File: src/bdq_pkg.sv
// ----------------------------------------------------------------------------
// bdq_pkg - shared definitions for the bounded double-ended queue
// Sizes, operation and status codes, FSM states, the controller-to-datapath
// command bundle and the circular index helper.
// ----------------------------------------------------------------------------
`default_nettype none

package bdq_pkg;

    // Storage depth and derived widths
    localparam int CAPACITY = 16;
    localparam int PTR_W    = (CAPACITY > 1) ? $clog2(CAPACITY) : 1;
    localparam int OCC_W    = $clog2(CAPACITY + 1);
    localparam int SUM_W    = OCC_W + 1;

    // Field widths
    localparam int OP_W     = 3;
    localparam int DATA_W   = 32;
    localparam int STATUS_W = 2;
    localparam int COUNT_W  = 5;

    // Word returned by a pop or peek on an empty queue
    localparam logic signed [DATA_W-1:0] INT_MIN = {1'b1, {(DATA_W-1){1'b0}}};

    typedef enum logic [OP_W-1:0] {
        OP_PUSH_FRONT = 3'd0,
        OP_PUSH_BACK  = 3'd1,
        OP_POP_FRONT  = 3'd2,
        OP_POP_BACK   = 3'd3,
        OP_PEEK_FRONT = 3'd4,
        OP_PEEK_REAR  = 3'd5
    } t_op;

    typedef enum logic [STATUS_W-1:0] {
        ST_DONE  = 2'd0,
        ST_FULL  = 2'd1,
        ST_EMPTY = 2'd2
    } t_status;

    typedef enum logic {
        S_IDLE = 1'b0,
        S_LOAD = 1'b1
    } t_state;

    // Commands from the controller to the datapath
    typedef struct packed {
        logic accept;   // take the operation at the input ports
        logic load;     // move the prepared result into the output register
    } t_cmd;

    // Circular position: (base + offset) mod CAPACITY, offset at most CAPACITY
    function automatic logic [PTR_W-1:0] wrap_pos(input logic [PTR_W-1:0] base,
                                                  input logic [OCC_W-1:0] offset);
        logic [SUM_W-1:0] sum;
        sum = SUM_W'(base) + SUM_W'(offset);
        if (sum >= SUM_W'(CAPACITY)) begin
            sum = sum - SUM_W'(CAPACITY);
        end
        return sum[PTR_W-1:0];
    endfunction

endpackage

`default_nettype wire

File: src/bdq_ctrl.sv
// ----------------------------------------------------------------------------
// bdq_ctrl - transaction controller
// Two-state machine: take one operation, then load its result into the
// output register. Owns the handshake flags of both channels.
// ----------------------------------------------------------------------------
`default_nettype none

module bdq_ctrl (
    input  wire logic          i_clk,
    input  wire logic          i_rst_n,
    input  wire logic          i_valid,
    output logic               o_ready,
    output logic               o_valid,
    input  wire logic          i_ready,
    output bdq_pkg::t_cmd      o_cmd
);

    bdq_pkg::t_state r_state, n_state;
    logic            r_out_valid, n_out_valid;
    logic            out_free;

    // Output register is free, or frees at this edge
    assign out_free = !r_out_valid || i_ready;

    // State and output flag registers
    always_ff @(posedge i_clk) begin
        if (!i_rst_n) begin
            r_state     <= bdq_pkg::S_IDLE;
            r_out_valid <= 1'b0;
        end else begin
            r_state     <= n_state;
            r_out_valid <= n_out_valid;
        end
    end

    // Next state and commands
    always_comb begin
        n_state      = r_state;
        o_cmd.accept = 1'b0;
        o_cmd.load   = 1'b0;
        o_ready      = 1'b0;
        case (r_state)
            bdq_pkg::S_IDLE: begin
                o_ready = out_free;
                if (i_valid && out_free) begin
                    o_cmd.accept = 1'b1;
                    n_state      = bdq_pkg::S_LOAD;
                end
            end
            bdq_pkg::S_LOAD: begin
                o_cmd.load = 1'b1;
                n_state    = bdq_pkg::S_IDLE;
            end
            default: begin
                n_state = bdq_pkg::S_IDLE;
            end
        endcase
    end

    // Raise valid on load, drop it once the transaction is taken
    always_comb begin
        if (o_cmd.load) begin
            n_out_valid = 1'b1;
        end else if (i_ready) begin
            n_out_valid = 1'b0;
        end else begin
            n_out_valid = r_out_valid;
        end
    end

    assign o_valid = r_out_valid;

endmodule

`default_nettype wire

File: src/bdq_datapath.sv
// ----------------------------------------------------------------------------
// bdq_datapath - circular buffer datapath
// Head pointer, occupancy count, slot memory with registered read, and the
// output register for data, status and count.
// ----------------------------------------------------------------------------
`default_nettype none

module bdq_datapath (
    input  wire logic                                i_clk,
    input  wire logic                                i_rst_n,
    input  wire bdq_pkg::t_cmd                       i_cmd,
    input  wire logic        [bdq_pkg::OP_W-1:0]     i_op,
    input  wire logic signed [bdq_pkg::DATA_W-1:0]   i_value,
    output logic signed      [bdq_pkg::DATA_W-1:0]   o_data,
    output logic             [bdq_pkg::STATUS_W-1:0] o_status,
    output logic             [bdq_pkg::COUNT_W-1:0]  o_count
);

    logic signed [bdq_pkg::DATA_W-1:0] r_mem [bdq_pkg::CAPACITY];

    logic [bdq_pkg::PTR_W-1:0] r_head, n_head;
    logic [bdq_pkg::OCC_W-1:0] r_occ,  n_occ;

    logic signed [bdq_pkg::DATA_W-1:0] r_rd_data;
    logic signed [bdq_pkg::DATA_W-1:0] r_fix_data, n_fix_data;
    logic                              r_sel_mem,  n_sel_mem;
    bdq_pkg::t_status                  r_status,   n_status;

    logic                      wr_en, rd_en;
    logic [bdq_pkg::PTR_W-1:0] wr_addr, rd_addr;
    logic                      full, empty;

    assign full  = (r_occ >= bdq_pkg::OCC_W'(bdq_pkg::CAPACITY));
    assign empty = (r_occ == '0);

    // Decode the operation against the current pointers
    always_comb begin
        n_head     = r_head;
        n_occ      = r_occ;
        wr_en      = 1'b0;
        wr_addr    = r_head;
        rd_en      = 1'b0;
        rd_addr    = r_head;
        n_status   = bdq_pkg::ST_DONE;
        n_fix_data = '0;
        n_sel_mem  = 1'b0;
        case (bdq_pkg::t_op'(i_op))
            bdq_pkg::OP_PUSH_FRONT: begin
                if (full) begin
                    n_status = bdq_pkg::ST_FULL;
                end else begin
                    n_head  = bdq_pkg::wrap_pos(r_head,
                                  bdq_pkg::OCC_W'(bdq_pkg::CAPACITY - 1));
                    wr_en   = 1'b1;
                    wr_addr = n_head;
                    n_occ   = r_occ + bdq_pkg::OCC_W'(1);
                end
            end
            bdq_pkg::OP_PUSH_BACK: begin
                if (full) begin
                    n_status = bdq_pkg::ST_FULL;
                end else begin
                    wr_en   = 1'b1;
                    wr_addr = bdq_pkg::wrap_pos(r_head, r_occ);
                    n_occ   = r_occ + bdq_pkg::OCC_W'(1);
                end
            end
            bdq_pkg::OP_POP_FRONT, bdq_pkg::OP_PEEK_FRONT: begin
                if (empty) begin
                    n_status   = bdq_pkg::ST_EMPTY;
                    n_fix_data = bdq_pkg::INT_MIN;
                end else begin
                    rd_en     = 1'b1;
                    rd_addr   = r_head;
                    n_sel_mem = 1'b1;
                    if (bdq_pkg::t_op'(i_op) == bdq_pkg::OP_POP_FRONT) begin
                        n_head = bdq_pkg::wrap_pos(r_head, bdq_pkg::OCC_W'(1));
                        n_occ  = r_occ - bdq_pkg::OCC_W'(1);
                    end
                end
            end
            bdq_pkg::OP_POP_BACK, bdq_pkg::OP_PEEK_REAR: begin
                if (empty) begin
                    n_status   = bdq_pkg::ST_EMPTY;
                    n_fix_data = bdq_pkg::INT_MIN;
                end else begin
                    rd_en     = 1'b1;
                    rd_addr   = bdq_pkg::wrap_pos(r_head, r_occ - bdq_pkg::OCC_W'(1));
                    n_sel_mem = 1'b1;
                    if (bdq_pkg::t_op'(i_op) == bdq_pkg::OP_POP_BACK) begin
                        n_occ = r_occ - bdq_pkg::OCC_W'(1);
                    end
                end
            end
            default: begin
                // unknown operation: leave state alone, report done
            end
        endcase
    end

    // Pointer and count registers
    always_ff @(posedge i_clk) begin
        if (!i_rst_n) begin
            r_head <= '0;
            r_occ  <= '0;
        end else if (i_cmd.accept) begin
            r_head <= n_head;
            r_occ  <= n_occ;
        end
    end

    // Slot memory: at most one write or one registered read per operation
    always_ff @(posedge i_clk) begin
        if (i_cmd.accept && wr_en) begin
            r_mem[wr_addr] <= i_value;
        end
        if (i_cmd.accept && rd_en) begin
            r_rd_data <= r_mem[rd_addr];
        end
    end

    // Hold the decoded result until the load step
    always_ff @(posedge i_clk) begin
        if (i_cmd.accept) begin
            r_status   <= n_status;
            r_fix_data <= n_fix_data;
            r_sel_mem  <= n_sel_mem;
        end
    end

    // Output register
    always_ff @(posedge i_clk) begin
        if (i_cmd.load) begin
            o_data   <= r_sel_mem ? r_rd_data : r_fix_data;
            o_status <= r_status;
            o_count  <= bdq_pkg::COUNT_W'(r_occ);
        end
    end

endmodule

`default_nettype wire

File: src/bounded_double_ended_queue_core.sv
// ----------------------------------------------------------------------------
// bounded_double_ended_queue_core - bounded deque of signed 32-bit words
// Each input transaction carries one operation (push, pop or peek at either
// end) and produces exactly one result transaction with data, status, count.
//
// Input channel: i_valid / o_ready with i_op and i_value. Output channel:
// o_valid / i_ready with o_data, o_status and o_count.
// The output register loads at the edge after the one that accepts the
// operation, and the result is valid from that edge on.
// No new operation is taken before the last one has been loaded, as the
// registered read of the slot memory is followed by the output register load.
// A push on a full queue returns status full and leaves the contents alone;
// a pop or peek on an empty queue returns status empty and the most
// negative word. Unknown operation codes return done with zero data.
// Reset (synchronous, active low) empties the queue and clears the output
// valid flag; slot contents are not cleared, no clearing pass is needed.
// While the receiver stalls, the result holds in the output register and
// the next operation is taken only once that result has been accepted.
// ----------------------------------------------------------------------------
`default_nettype none

module bounded_double_ended_queue_core (
    input  wire logic                                i_clk,
    input  wire logic                                i_rst_n,
    input  wire logic                                i_valid,
    output logic                                     o_ready,
    input  wire logic        [bdq_pkg::OP_W-1:0]     i_op,
    input  wire logic signed [bdq_pkg::DATA_W-1:0]   i_value,
    output logic                                     o_valid,
    input  wire logic                                i_ready,
    output logic signed      [bdq_pkg::DATA_W-1:0]   o_data,
    output logic             [bdq_pkg::STATUS_W-1:0] o_status,
    output logic             [bdq_pkg::COUNT_W-1:0]  o_count
);

    bdq_pkg::t_cmd cmd;

    // Sequence transactions
    bdq_ctrl u_ctrl (
        .i_clk   (i_clk),
        .i_rst_n (i_rst_n),
        .i_valid (i_valid),
        .o_ready (o_ready),
        .o_valid (o_valid),
        .i_ready (i_ready),
        .o_cmd   (cmd)
    );

    // Execute operations on the buffer
    bdq_datapath u_datapath (
        .i_clk    (i_clk),
        .i_rst_n  (i_rst_n),
        .i_cmd    (cmd),
        .i_op     (i_op),
        .i_value  (i_value),
        .o_data   (o_data),
        .o_status (o_status),
        .o_count  (o_count)
    );

endmodule

`default_nettype wire

File: config.mk
export PLATFORM = sky130hd
export DESIGN_NAME = bounded_double_ended_queue_core
export DESIGN_NICKNAME = d
export VERILOG_FILES = /design/src/bdq_pkg.sv /design/src/bdq_ctrl.sv /design/src/bdq_datapath.sv /design/src/bounded_double_ended_queue_core.sv
export SDC_FILE = /design/constraint.sdc
export NUM_CORES = 1
export LEC_CHECK = 0
export BUFFER_PORTS_ARGS = -buffer_cell sky130_fd_sc_hd__buf_2
export CAP_MARGIN = 15
export CORE_MARGIN = 5
export CORE_UTILIZATION = 45
export DETAILED_ROUTE_END_ITERATION = 10
export SLEW_MARGIN = 15
export SYNTH_ARGS = -nofsm -noshare
export SYNTH_HDL_FRONTEND = slang
export SYNTH_SLANG_ARGS = --single-unit
File: constraint.sdc
create_clock -name i_clk -period 7.4 [get_ports i_clk]
set_input_delay 1.48 -clock i_clk [delete_from_list [all_inputs] [get_ports i_clk]]
set_output_delay 1.48 -clock i_clk [all_outputs]
set_load 0.02 [all_outputs]
==> impl_results.md, run 1 <==
- Final setup margin: between 2 and 3 ns
- Asr flop ratio synth: 0
- Startpoint Class: primary input
- Vias: approximately 16,000
- Leak: approximately 0.0091 uW
- Hold slack: between 0.4 and 0.5 ns
- Largest net degree at the start of global routing: between 150 and 200
- Hold Crit Depth: 0
- Post-synth EDFFs: a little under 600
- Core area: roughly 55,000 sq um
- Grt total ovfl: 0
- Setup violations, final: 0
- Worst-Skew Late Latency: 0.62 ns
- CTS Sinks: around 600
- DRC viols: 0
- Initial antenna violation count: 5
- Largest cells by area after synthesis: edfxtp_1, o21ai_0, a311oi_1, a32oi_1, mux2i_1
- Required @ worst endpoint: 7.74 ns
- Detailed Routing Iterations Pass 1: 5
- GR Util met1: 0.292
- Status: finished, final reports clean
- Non-Filler Instances: between 2,000 and 3,000
- Max FO, Critical Path: between 70 and 80
- Die H: ~250 um
- Worst hold path endpoint: u_datapath.o_status[1]
- GRT met2 Usage: 0.361
- Vias in the first global route: ~16,000
- Max-Cap Viols: 0
- Fin crit period: ~4.7 ns
- Hold path start: u_datapath.r_status[1]
- Synthesis-to-finish area growth: 12.1%
- Post-CTS setup buffers: 0
- Fraction of final layout cells sized beyond drive strength 1: 0.139
- PD cells: ~270 nW/um^2
- Hold buffers post-CTS: 0
- Sequential group share of total power: 0.508
- Slew @ Worst Pin: approximately 1.1 ns
- Buffers on Ports: 79
- Synth Register Bits: between 500 and 600
- Clock network fraction of total power: 0.387
- Syn Nets: between 1,500 and 2,000
- Reg-to-Reg Start: u_datapath.r_occ[0]
- Sequential area share after synthesis: 0.712
- Post-DP HPWL: 30,300 um
- TritonCTS clock tree: yes
- Nets: between 1,500 and 2,000
- First-pass GRT wire length: 98,800 um
- Row count: 86
- Setup CP Type: in -> reg
- Ys Warns: 0
- RD Place Congestion: 0.768
- Net Sw Frac: 0.240
- Buffer levels on the longest clock path: 3
- GRT busiest layer: met2
- CP max stage cell: or2_4
- Reg2reg path depth: 9
- Die area: approximately 60,000 sq um
- Post-synth top area share: 0.704
- GRT met3 Usage: 0.0291
- Post-synthesis instance area: 25,000 sq um
- Final setup TNS: 0 ns
- Top FF cell, synth: edfxtp_1
- Cell internal pwr: 5700 uW
- Crit path top cell by count: mux2i_1
- Combinational fraction of design power: 0.105
- Io pins: 80
- Die Wd: 246 um
- Unrepaired setup endpoints after global routing: no
- Synth Instances: 1,691
- Initial DRC Count: between 1,500 and 2,000
- Crit-path max cell delay: 0.99 ns
- Via density: around 6.3
- Cell Chain, Critical Path: buf_2 -> xor2_2 -> and4_4 -> or2_4 -> buf_4 -> a32oi_1 -> mux2i_1 -> mux2i_1
- GRT Resource Usage Total: 0.213
- Final hold vios: 0
- Synth Area per Inst: 14.8 sq um
- Worst slew margin: 0.241
- Reg2reg setup slack: 2.77 ns
- Final Max Slew Viols: 0
- Netlist cell types: 60
- Peak supply drop: between 0.0002 and 0.00025 V
- Hold Path Class: reg -> reg
- Dpl cells: between 2,000 and 2,500
- Fmax: around 210 MHz
- Clk_skew: between 0.01 and 0.015 ns
- End of the worst register-to-register path: u_datapath.r_rd_data[25]
- Dpl ws: between 2 and 2.5 ns
- Worst EP arrival: 5.04 ns
- H-tree depth: 2
- CTS buffer count: 60
- # resized after CTS: 0
- Final wirelength: about 66,000 um
- CTS Root Cell: clkbuf_16
- CP Capture Type: flip-flop
- Yosys top cell by area: edfxtp_1
- Final core occ: 0.510
- Switching power: 1800 uW
- Fin crit share: 0.634
- Routed WL per cell: 26.4 um
- DRT antenna net count: 0
- Worst-path clk slew: about 0.06 ns
- Initial Util: 0.455
## worst max-delay path, delay by kind of cell
kind                      cells  cell delay (ns)
buffers and inverters         2             0.69
xor gates and xnor gates      1             0.46
muxes                         2             0.26
and+or+nand+nor               2             1.91
AOI/OAI and AO/OA             1             0.17
## how the worst max path moves through the flow
stage | startpoint | to | depth (start not counted)
floorplan | i_op[1] | u_datapath.r_mem[7][0] | 5
global placement | i_op[1] | u_datapath.r_rd_data[31] | 8
detailed placement | i_op[1] | u_datapath.r_rd_data[25] | 8
CTS | i_op[1] | u_datapath.r_rd_data[25] | 8
global route | i_op[1] | u_datapath.r_rd_data[31] | 8
finish | i_op[1] | u_datapath.r_rd_data[25] | 8
## cell families (layout without fill, tap and decap cells)
| group | count (synthesis) | count (layout) | synth area share |
|---|---|---|---|
| xor gates and xnor gates | 14 | 14 | 0.00594 |
| other | 0 | 2 | 0 |
| buffers and inverters | 188 | 247 | 0.0321 |
| AOI/OAI and AO/OA | 557 | 557 | 0.155 |
| DFF | 598 | 598 | 0.712 |
| and+or+nand+nor | 224 | 224 | 0.0489 |
| muxes | 97 | 97 | 0.0388 |
| adders and majority gates | 13 | 13 | 0.00709 |
## synthesized netlist by cell type, drive strengths merged (3+ instances only)
library cell,count
edfxtp,587
ha,11
xor2,7
and2,38
a21oi,8
or3,3
nor2,7
a311oi,128
a211oi,8
o21ai,263
buf,49
o21a,3
mux2i,96
nor4,9
nor2b,4
nand2,10
xnor2,7
nor3,6
nand3,135
dfxtp,11
a21o,3
a32oi,128
inv,11
clkbuf,128
## per-layer routing
| layer | part of all wire | wire, um | vias to the layer above |
|---|---|---|---|
| met5 | 0.00038 | 25 | - |
| met4 | 0.020 | 1320 | 4 |
| met3 | 0.058 | 3840 | 101 |
| met2 | 0.50 | 32800 | 590 |
| met1 | 0.43 | 28200 | 8183 |
| li1 | - | - | 6967 |
## power groups by stage
stage | clock network (uW) | logic [uW] | registers (uW)
2_1_floorplan | 0 | 536 | 3890
3_3_place_gp | 0 | 772 | 3880
3_5_place_dp | 0 | 784 | 3880
4_1_cts | 2960 | 787 | 3810
5_1_grt | 3110 | 855 | 3810
6_report | 2900 | 787 | 3810
## cell type report
cell class | instances | area, sq um
Fill cell | 4667 | 27000
Timing Repair Buffer | 123 | 776
Tap cell | 748 | 936
Inverter | 11 | 41.3
Clock inverter | 39 | 292
Clock buffer | 74 | 1580
Multi-Input combinational cell | 905 | 6600
Antenna cell | 2 | 5.00
Sequential cell | 598 | 17800
## flip-flops by register name (all words and copies together) (netlist names)
signal / cells
u_datapath.r_mem: 512
u_datapath.r_occ: 5
u_datapath.r_rd_data: 32
u_datapath.r_fix_data: 1
u_datapath.r_sel_mem: 1
u_datapath.o_count: 5
u_datapath.r_head: 4
u_datapath.r_status: 2
u_datapath.o_data: 32
u_datapath.o_status: 2
u_ctrl.o_valid: 1
u_ctrl.r_state: 1
## cells in the final DEF, fill, tap and decap left out, types with 5 or more instances in the layout
master / count
clkinv_1: 15
clkinv_2: 15
nor2_1: 7
a32oi_1: 128
buf_2: 79
a21oi_1: 7
xor2_1: 5
buf_4: 40
and2_1: 38
xnor2_1: 7
nand3_1: 133
inv_1: 11
nor4_2: 8
a211oi_4: 8
o21ai_0: 253
mux2i_1: 96
clkbuf_16: 61
o21ai_1: 9
edfxtp_1: 587
nand2_1: 10
dfxtp_1: 10
ha_1: 11
a311oi_1: 128
clkbuf_1: 13
## stage by stage
step	power (uW)	area, sq um
3_5_place_dp	4660	26200
2_1_floorplan	4420	25000
3_3_place_gp	4650	26200
6_report	7490	28100
5_1_grt	7780	28100
4_1_cts	7560	28100
Note: power is estimated with default switching activity, not from simulation.
==> inputs of run 2 (changes only) <==
--- a/config.mk
+++ b/config.mk
@@ -5,6 +5,7 @@
 export SDC_FILE = /design/constraint.sdc
 export NUM_CORES = 1
 export LEC_CHECK = 0
+export ABC_AREA = 1
 export BUFFER_PORTS_ARGS = -buffer_cell sky130_fd_sc_hd__buf_2
 export CAP_MARGIN = 15
 export CORE_MARGIN = 5
==> constraint.sdc (replaced) <==
create_clock -name i_clk -period 4.3 [get_ports i_clk]
set_input_delay 0.86 -clock i_clk [delete_from_list [all_inputs] [get_ports i_clk]]
set_output_delay 0.86 -clock i_clk [all_outputs]
set_load 0.02 [all_outputs]
==> run 2 against run 1 <==
Clock skew up 0.0065 ns; via count up 9.2%; final cell count up 35%; routed wire length decreased by 3.3%; register-to-register slack got worse by 1.9 ns; sequential power increased by 72%; flip-flop and latch count unchanged; combinational power grew 87%; total power is 77% higher; cell area rose by 5.6%; die area rose by 4.4%; sequential share of layout area down 3.4 points; largest cell class unchanged.
==> impl_results.md, run 2 <==
- Unrepaired setup endpoints after global routing: no
- Buffer levels on the longest clock path: 3 (unchanged)
- Worst-Skew Late Latency: 0.64 ns (+0.02 ns)
- Via density: 5.13 (-19%)
- XOR/XNOR Fraction of Synth Area: 0.00234 (-0.00360)
- Post-synth EDFFs: 587 (unchanged)
- Most frequent cells in the layout: nand3_1, edfxtp_1, inv_1
- Worst EP arrival: 3.71 ns (-1.33 ns)
- Diode count: 0 (-2)
- Fin crit period: roughly 3.4 ns
- Largest net degree at the start of global routing: 123 (-25%)
- RD Place Congestion: 0.823 (+7.2%)
- Fin crit share: 0.790
- Fraction of final layout cells sized beyond drive strength 1: 0.0935 (-0.0460)
- Routed WL per cell: 18.9 um (-28%)
- Hold path start: u_datapath.r_status[0]
- Mux contribution to synthesized area: 0.000430 (-0.0384)
- Die area: 63,200 sq um (+4.4%)
- First-pass GRT wire length: 99,700 um (+0.91%)
- Largest registers: u_datapath.r_mem (512), u_datapath.o_data (32), u_datapath.r_rd_data (32)
- Clk_skew: 0.0206 ns (+0.00653 ns)
- CTS Root Cell: clkbuf_16
- CTS Sinks: 598 (unchanged)
- Setup violations, final: 0 (unchanged)
- Yosys top cell by area: edfxtp_1
- Peak supply drop: 0.000306 V (+45%)
- PD cells: 448 nW/um^2 (+68%)
- Nets: 2,615 (+49%)
- Leak: 0.0127 uW (+40%)
- Max FO, Critical Path: 17 (-77%)
- Netlist cell types: 30 (-50%)
- DRC viols: 0 (unchanged)
- Cell Chain, Critical Path: ha_1 -> fa_1 -> o211ai_1 -> o21ai_0 -> a21oi_1 -> nand2_1 -> nor2_4 -> buf_4
- Initial antenna violation count: 0 (-5)
- Synth Area in Simple Gates: 0.194 (+0.145)
- Top FF cell, synth: edfxtp_1
- Top cells by count, synth: nand3_1, edfxtp_1, inv_1
- Post-CTS setup buffers: 0 (unchanged)
- Slew @ Worst Pin: 0.998 ns (-0.134 ns)
- DRT antenna net count: 0 (unchanged)
- Row count: 88 (+2.3%)
- Hold Path Class: reg -> reg
- CP Capture Type: flip-flop
- Vias: 17,308 (+9.2%)
- Synth Instances: 2,499 (+48%)
- Worst-path clk slew: 0.06 ns (about the same)
- Worst slew margin: 0.334 (+0.0934)
- # resized after CTS: 0 (unchanged)
- Final setup TNS: 0 ns (unchanged)
- Finished Cell Area: 29,600 sq um (+5.6%)
- Largest cells by area after synthesis: edfxtp_1, nand3_1, inv_1, nand2_1, buf_2
- Io pins: 80 (unchanged)
- End of the worst register-to-register path: u_datapath.r_mem[9][21]
- Final wirelength: 63,900 um (-3.3%)
- Setup CP Type: reg -> reg
- Buffers on Ports: 79 (unchanged)
- Reg2reg setup slack: 0.90 ns (-1.87 ns)
- Adder-Cell Fraction of Synth Area: 0.00678 (-0.000314)
- Initial DRC Count: 1,408 (-15%)
- Core area: 57,700 sq um (+4.7%)
- Die H: 251 um (+2.2%)
- Crit-path max cell delay: 0.57 ns (-0.42 ns)
- Die Wd: 251 um (+2.2%)
- Status: finished, final reports clean
- Sequential area share after synthesis: 0.681 (-0.0315)
- Max reg flops: 512 (unchanged)
- GRT Resource Usage Total: 0.201 (-0.0123)
- Synth Area in Compound Gates: 0.00802 (-0.147)
- Synth Register Bits: 598 (unchanged)
- Ys Warns: 0 (unchanged)
- Fmax: approximately 300 MHz
- Required @ worst endpoint: 4.61 ns (-3.13 ns)
- Grt total ovfl: 0 (unchanged)
- Worst hold path endpoint: u_datapath.o_status[0]
- Reg with most FFs: u_datapath.r_mem
- Most common cell after layout, fill and taps aside: nand3_1
- Syn Nets: 2,551 (+46%)
- Post-synthesis instance area: 26,200 sq um (+4.6%)
- TritonCTS clock tree: yes
- CTS buffer count: 61 (+1.7%)
- Post-DP HPWL: 34,600 um (+14%)
- H-tree depth: 2 (unchanged)
- Startpoint Class: flip-flop
- Synthesis-to-finish area growth: 13.1%
- Reg2reg path depth: 8 (-1)
- Max-Cap Viols: 0 (unchanged)
- Final Max Slew Viols: 0 (unchanged)
- Hold Crit Depth: 0 (unchanged)
- Hold buffers post-CTS: 0 (unchanged)
- Most common cell in the netlist: nand3_1
- Detailed Routing Iterations Pass 1: 5 (unchanged)
- Vias in the first global route: 17,161 (+8.6%)
- Reg-to-Reg Start: u_datapath.r_head[0]
- Asr flop ratio synth: 0 (unchanged)
- CP max stage cell: nor2_4
- Placed cell area: 27,700 sq um (+5.6%)
- Initial Util: 0.454 (about the same)
- Post-synth top area share: 0.673 (-0.0311)
- Largest family of logic cells by synthesized area: simple AND/OR/NAND/NOR gates
- Synth Area per Inst: 10.5 sq um (-29%)
- Final hold vios: 0 (unchanged)
==> run 2: layout make-up <==
cell class | count | area, sq um
Inverter | 583 | 2190
Clock buffer | 72 | 1590
Tap cell | 765 | 957
Fill cell | 5078 | 28100
Clock inverter | 39 | 385
Timing Repair Buffer | 124 | 933
Sequential cell | 598 | 17800
Multi-Input combinational cell | 1195 | 5740
==> run 2: per-layer routing <==
layer	share of wire	vias up	wire, um	GRT usage
met1	0.43	8274	27700	0.277
met2	0.47	654	29900	0.330
met5	0	-	0	0
met3	0.076	93	4850	0.0350
met4	0.024	0	1570	0.0600
li1	-	8287	-	-
==> run 2: where the power goes <==
| part | total [uW] | internal [uW] | leakage (uW) | switching, uW |
|---|---|---|---|---|
| registers | 6540 | 6510 | 0.00540 | 28.9 |
| logic | 1470 | 411 | 0.00638 | 1060 |
| clock network | 5270 | 3050 | 0.000966 | 2230 |
| total | 13300 | 9970 | 0.0127 | 3310 |
==> run 2: per-stage QoR <==
step	power, uW	setup slack [ns]	cells	utilization	hold WS [ns]
2_1_floorplan	7600	0.428	2499	-	0.400
3_3_place_gp	8100	0.883	3265	0.480	0.408
3_5_place_dp	8130	0.802	3265	0.480	0.417
4_1_cts	13400	0.928	3376	0.514	0.432
5_1_grt	13800	0.737	3376	0.514	0.433
6_report	13300	0.901	3376	0.514	0.425
==> run 2: critical path, delay by kind of cell (launching register included) <==
family | cells | cell delay, ns
adders and majority gates | 2 | 0.69
DFF | 1 | 0.56
AOI/OAI and AO/OA | 3 | 0.55
buffers and inverters | 1 | 0.36
and+or+nand+nor | 2 | 0.90
==> run 2: worst max-delay path by stage <==
stage,from,to,cells after the start
3_5_place_dp,i_ready,u_datapath.r_mem[12][30],10
2_1_floorplan,u_ctrl.r_state,u_datapath.r_mem[4][0],7
4_1_cts,u_datapath.r_head[0],u_datapath.r_mem[9][17],8
3_3_place_gp,i_ready,u_datapath.r_mem[0][2],10
5_1_grt,u_datapath.r_head[0],u_datapath.r_mem[9][17],8
6_report,u_datapath.r_head[0],u_datapath.r_mem[9][21],8
==> run 2: cells by family (layout without fill, tap and decap cells) <==
| family | Yosys count | in the layout |
|---|---|---|
| simple gates | 1135 | 1135 |
| buf+inv | 706 | 818 |
| flops | 598 | 598 |
| compound gates | 39 | 39 |
| fa+ha+maj | 13 | 13 |
| xor+xnor | 7 | 7 |
| mux | 1 | 1 |
